<file path="src/sdq_pkg.sv">
// Shared types and constants of the sequence dispatch queue.
// Used by every module of the block but sdq_ram; depends on nothing.
package sdq_pkg;

	localparam int QUEUE_CAPACITY  = 512;
	localparam int HANDLE_BITS     = 16;
	localparam int PTR_W           = $clog2(QUEUE_CAPACITY);
	localparam int CNT_W           = $clog2(QUEUE_CAPACITY + 1);
	localparam int DEPTH_W         = 10;
	localparam int ID_W            = 16;
	localparam int TOTAL_W         = 32;
	localparam int REQ_W           = 3;
	localparam int IN_TDATA_W      = 24;
	localparam int OUT_TDATA_W     = 112;
	localparam logic [DEPTH_W-1:0] MAX_DEPTH_RESET = DEPTH_W'(500);

	typedef enum logic [REQ_W-1:0] {
		REQ_ENQUEUE  = 3'd0,
		REQ_COMPLETE = 3'd1,
		REQ_CLEAR    = 3'd2,
		REQ_STATUS   = 3'd3,
		REQ_PAUSE    = 3'd4,
		REQ_RESUME   = 3'd5
	} req_t;

	typedef enum logic [1:0] {
		MODE_STOPPED = 2'd0,
		MODE_RUNNING = 2'd1,
		MODE_PAUSED  = 2'd2
	} mode_t;

	typedef enum logic [2:0] {
		ST_IDLE,
		ST_EXEC,
		ST_READ,
		ST_CAP,
		ST_OUT
	} state_t;

	// controller -> datapath
	typedef struct packed {
		logic  load;
		logic  enq;
		logic  reject;
		logic  complete;
		logic  clear;
		logic  mode_we;
		mode_t mode_val;
		logic  set_empty;
		logic  pop;
	} sdq_cmd_t;

	// datapath -> controller
	typedef struct packed {
		req_t  req;
		mode_t mode;
		logic  busy;
		logic  count_zero;
		logic  full;
	} sdq_status_t;

endpackage

</file>
<file path="src/sdq_ctrl.sv">
// Controller state machine: sequences accept, execute, head read and result hold.
// Depends on sdq_pkg.
module sdq_ctrl (
	input  logic                clk,
	input  logic                arst_n,
	input  logic                s_tvalid,
	output logic                s_tready,
	output logic                m_tvalid,
	input  logic                m_tready,
	input  sdq_pkg::sdq_status_t status,
	output sdq_pkg::sdq_cmd_t   cmd
);
	import sdq_pkg::*;

	state_t state_q, state_d;
	logic   dispatch_go;
	logic   go_stop;

	// Dispatch decision for the request held in the datapath.
	always_comb begin
		dispatch_go = 1'b0;
		go_stop     = 1'b0;
		case (status.req)
			REQ_ENQUEUE: begin
				dispatch_go = !status.full && !status.busy &&
					(status.mode == MODE_STOPPED || status.mode == MODE_RUNNING);
			end
			REQ_COMPLETE: begin
				if (status.mode == MODE_RUNNING) begin
					dispatch_go = !status.count_zero;
					go_stop     = status.count_zero;
				end
			end
			REQ_RESUME: begin
				if (status.mode == MODE_PAUSED && !status.busy) begin
					dispatch_go = !status.count_zero;
					go_stop     = status.count_zero;
				end
			end
			default: begin
			end
		endcase
	end

	always_ff @(posedge clk or negedge arst_n) begin
		if (!arst_n) begin
			state_q <= ST_IDLE;
		end else begin
			state_q <= state_d;
		end
	end

	always_comb begin
		state_d = state_q;
		unique case (state_q)
			ST_IDLE: if (s_tvalid) state_d = ST_EXEC;
			ST_EXEC: state_d = dispatch_go ? ST_READ : ST_OUT;
			ST_READ: state_d = ST_CAP;
			ST_CAP:  state_d = ST_OUT;
			ST_OUT:  if (m_tready) state_d = ST_IDLE;
			default: state_d = ST_IDLE;
		endcase
	end

	always_comb begin
		cmd      = '0;
		s_tready = 1'b0;
		m_tvalid = 1'b0;
		unique case (state_q)
			ST_IDLE: begin
				s_tready = 1'b1;
				cmd.load = s_tvalid;
			end
			ST_EXEC: begin
				cmd.set_empty = go_stop;
				case (status.req)
					REQ_ENQUEUE: begin
						cmd.reject = status.full;
						cmd.enq    = !status.full;
						if (!status.full && status.mode == MODE_STOPPED) begin
							cmd.mode_we  = 1'b1;
							cmd.mode_val = MODE_RUNNING;
						end
					end
					REQ_COMPLETE: begin
						cmd.complete = 1'b1;
						if (go_stop) begin
							cmd.mode_we  = 1'b1;
							cmd.mode_val = MODE_STOPPED;
						end
					end
					REQ_CLEAR: cmd.clear = 1'b1;
					REQ_PAUSE: begin
						cmd.mode_we  = 1'b1;
						cmd.mode_val = MODE_PAUSED;
					end
					REQ_RESUME: begin
						if (status.mode == MODE_PAUSED) begin
							cmd.mode_we  = 1'b1;
							cmd.mode_val = go_stop ? MODE_STOPPED : MODE_RUNNING;
						end
					end
					default: begin
					end
				endcase
			end
			ST_READ: begin
			end
			ST_CAP:  cmd.pop = 1'b1;
			ST_OUT:  m_tvalid = 1'b1;
			default: begin
			end
		endcase
	end

endmodule

</file>
<file path="config.mk">
export PLATFORM = sky130hd
export DESIGN_NAME = sdq_ctrl
export DESIGN_NICKNAME = d
export VERILOG_FILES = /design/src/sdq_pkg.sv /design/src/sdq_ctrl.sv
export SDC_FILE = /design/constraint.sdc
export NUM_CORES = 1
export LEC_CHECK = 0
export ABC_AREA = 1
export BUFFER_PORTS_ARGS = -buffer_cell sky130_fd_sc_hd__buf_4
export CORE_AREA = 10 10 47 49
export DETAILED_ROUTE_END_ITERATION = 6
export DIE_AREA = 0 0 57 59
export PLACE_DENSITY = 0.69
export SLEW_MARGIN = 20
export SYNTH_ARGS = -nofsm -noshare
export SYNTH_HDL_FRONTEND = slang
export SYNTH_SLANG_ARGS = --single-unit
</file>
<file path="constraint.sdc">
create_clock -name clk -period 0.9 [get_ports clk]
set_input_delay 0.045 -clock clk [delete_from_list [all_inputs] [get_ports clk]]
set_output_delay 0.045 -clock clk [all_outputs]
set_load 0.02 [all_outputs]
</file>
==> qor.yml <==
final_cell_mix: "27 x sky130_fd_sc_hd__buf_4, 13 x sky130_fd_sc_hd__inv_1, 12 x sky130_fd_sc_hd__buf_6"
via_count_of_the_routed_design: 595
detail_route.wl_per_cell_um: 12.5
synth_largest_area_cell: "sky130_fd_sc_hd__dfrtp_1"
sw_ratio_pct: 43.1
post_route_cells_drive_above_1_share_pct: 61.1
total_power_mw: 1.59
grt_overflow: 0
gp_congestion: 0.775
critical_path_arrival_ps: 1260
transition_time_at_the_pin_with_the_least_slew_margin_ps: 278
floorplan.die.height_um: 59
maxClockFrequency_ghz: 0.768
postSynthNetCount: 81
rsz0062_at_grt: "yes"
postLayoutSetupSlackWorst_ps: -402
fp.coreArea_mm2: 0.00140
die_width_um: 57
numClockSinks: 3
antenna_left: 0
number_of_max_cap_violations: 0
post-route-drc-count: 0
clock_path_buffers: 2
comb_power_share_pct: 72.2
total_cts_buffers: 3
yosysWarnings: 0
dp_hpwl_um: 1340
worst_slew_margin_rel_pct: 81.4
yosys_register_bits: 3
clock_insertion_delay_worst_skew_ps: 230
synth.distinct_cells: 21
finalMaxSlewViolations: 0
timing.clock.skew_ps: 1.77
route.layer.met1.wl_um: 551
cts-root-buf: "sky130_fd_sc_hd__clkbuf_4"
postSynth.topFlopCell: "sky130_fd_sc_hd__dfrtp_1"
syn-mean-instance-area_um2: 5.82
power_per_cell_area_mw_per_mm2: 1790
synth.yosys.seq_area_share_pct: 18.7
required_ps: 850
report.final.setup_viol: 15
clkTransAtPathRegs_ps: 40
io_buffers: 23
critical_path_class: "register to output port"
largest_register_ff_count: 3
synthArstFlopShare_pct: 100
cellLeakagePower_nw: 0.455
boundaryPins: 24
power.switching_mw: 0.684
timing_hold_violations_final: 0
ir_drop_mv: 0.973
gate_count_of_the_mapped_netlist: 69
grt_util_all_layers_pct: 10.0
largest-register: "state_q"
hold_path_class: "input pin to register"
share_clk_of_total_power_pct: 14.5
met3_length_um: 125
startpoint_class: "register"
result_of_the_run: "finished with violations"
drt_iter0_drc: 2
drtPass1Iterations: 4
dieArea_mm2: 0.00336
grt_start_max_net_pins: 7
num_rows: 14
cp-end-kind: "output port"
layout_min_cycle_time_ps: 1300
syn_to_final_growth_pct: 121
via_count_of_the_first_global_routing_pass: 664
synth_top_cell_area_share_pct: 18.7
cts_tree: "yes"
vias_per_cell: 4.61
antenna_found_initial: 0
syn-cell-area_um2: 402
synth_area_leaders: "sky130_fd_sc_hd__dfrtp_1 19%, sky130_fd_sc_hd__inv_1 14%, sky130_fd_sc_hd__nand2_1 12%, sky130_fd_sc_hd__nand3_1 7.5%, sky130_fd_sc_hd__nor2_1 7.5%"
diodes: 0
share_seq_of_total_power_pct: 13.3
top_layer_used: "met4"
hold_slack_ps: 73.9
failed_checks: "negative setup slack"
final_nets: 126
post_synth_edffs: 0
postRouteWirelength_um: 1610
power.internal_mw: 0.904
fillerInstances: 136
initial_core_util_pct: 28.7
ctsHtreeMaxLevel: 1
grt_pass1_wl_um: 2730
critical_path.max_fanout: 6
post-route-period-util_pct: 145
detailroute.wirelength.met2_um: 907
final_common_cell: "sky130_fd_sc_hd__buf_4"
largest_registers_in_the_final_layout: "state_q: 3 flops"
## cell type report
type	count	area [um2]	area share [%]
clock buffer	4	26.3	2.95
inverter	19	78.8	8.86
multi-input combinational	47	342	38.4
sequential	3	75.1	8.44
tap	16	20.0	2.25
timing repair buffer	40	348	39.1
## synthesized netlist by cell type, types with 2 or more instances
cell	count
sky130_fd_sc_hd__a21oi_1	2
sky130_fd_sc_hd__dfrtp_1	3
sky130_fd_sc_hd__inv_1	15
sky130_fd_sc_hd__inv_2	3
sky130_fd_sc_hd__nand2_1	13
sky130_fd_sc_hd__nand2_2	2
sky130_fd_sc_hd__nand3_1	6
sky130_fd_sc_hd__nand3_2	2
sky130_fd_sc_hd__nor2_1	8
sky130_fd_sc_hd__nor3_1	3
sky130_fd_sc_hd__nor3_2	2
## worst max-delay path, cell delays in order (launching register included)
cell and delay (ps):
sky130_fd_sc_hd__dfrtp_1 410, sky130_fd_sc_hd__nor2_4 130, sky130_fd_sc_hd__nand2_4 110, sky130_fd_sc_hd__clkinv_4 80, sky130_fd_sc_hd__nand2_4 50, sky130_fd_sc_hd__nor3_4 110, sky130_fd_sc_hd__buf_6 140
## worst paths after layout
kind / to / startpoint / slack, ps / cells past startpoint
max reg2reg: state_q[2]$_DFFE_PN0P_ / state_q[2]$_DFFE_PN0P_ / -200 / 7
min reg2reg: state_q[0]$_DFFE_PN0P_ / state_q[0]$_DFFE_PN0P_ / 560 / 3
min in group asynchronous: state_q[2]$_DFFE_PN0P_ / arst_n / 150 / 2
max in group asynchronous: state_q[1]$_DFFE_PN0P_ / arst_n / 650 / 2
min: state_q[2]$_DFFE_PN0P_ / m_tready / 70 / 4
max: cmd[1] / state_q[2]$_DFFE_PN0P_ / -400 / 6
## layer usage
layer,track usage [%],up-vias
li1,-,306
met1,9.27,264
met2,18.3,23
met3,3.86,2
met4,6.04,0
met5,0,-
## through the flow
| stage | worst slack (ps) | std cells | instance area (um2) | setup TNS [ps] | utilization (%) |
|---|---|---|---|---|---|
| 6_report | -402 | 129 | 890 | -4530 | 63.5 |
| 5_1_grt | -489 | 129 | 890 | -5700 | 63.5 |
| 4_1_cts | -410 | 129 | 875 | -4880 | 62.4 |
| 3_5_place_dp | -205 | 121 | 758 | -1750 | 54.1 |
| 3_3_place_gp | -176 | 121 | 758 | -1550 | 54.1 |
| 2_1_floorplan | -138 | 69 | 468 | -1070 | - |
## power by group through the flow
stage / combinational [mW] / sequential (mW) / clock [mW]
2_1_floorplan: 0.465 / 0.223 / 0
3_3_place_gp: 0.865 / 0.209 / 0
3_5_place_dp: 0.877 / 0.212 / 0
4_1_cts: 1.09 / 0.210 / 0.238
5_1_grt: 1.25 / 0.217 / 0.245
6_report: 1.15 / 0.211 / 0.230
## repair_timing
action / in CTS / in global routing
endpoints found under the setup margin: 15 / 15
gates resized for setup: 18 / 5
pin swaps: 4 / 4
endpoints found under the hold margin: 3 / 0
buffers inserted: 4 / 1
hold buffers: 1 / 0
## logic make-up after synthesis
family          Yosys count  synth area share [%]
simple gates             41                  54.2
buf+inv                  19                  18.1
compound gates            6                  9.03
flops                     3                  18.7
(Power assumes the default switching activity.)
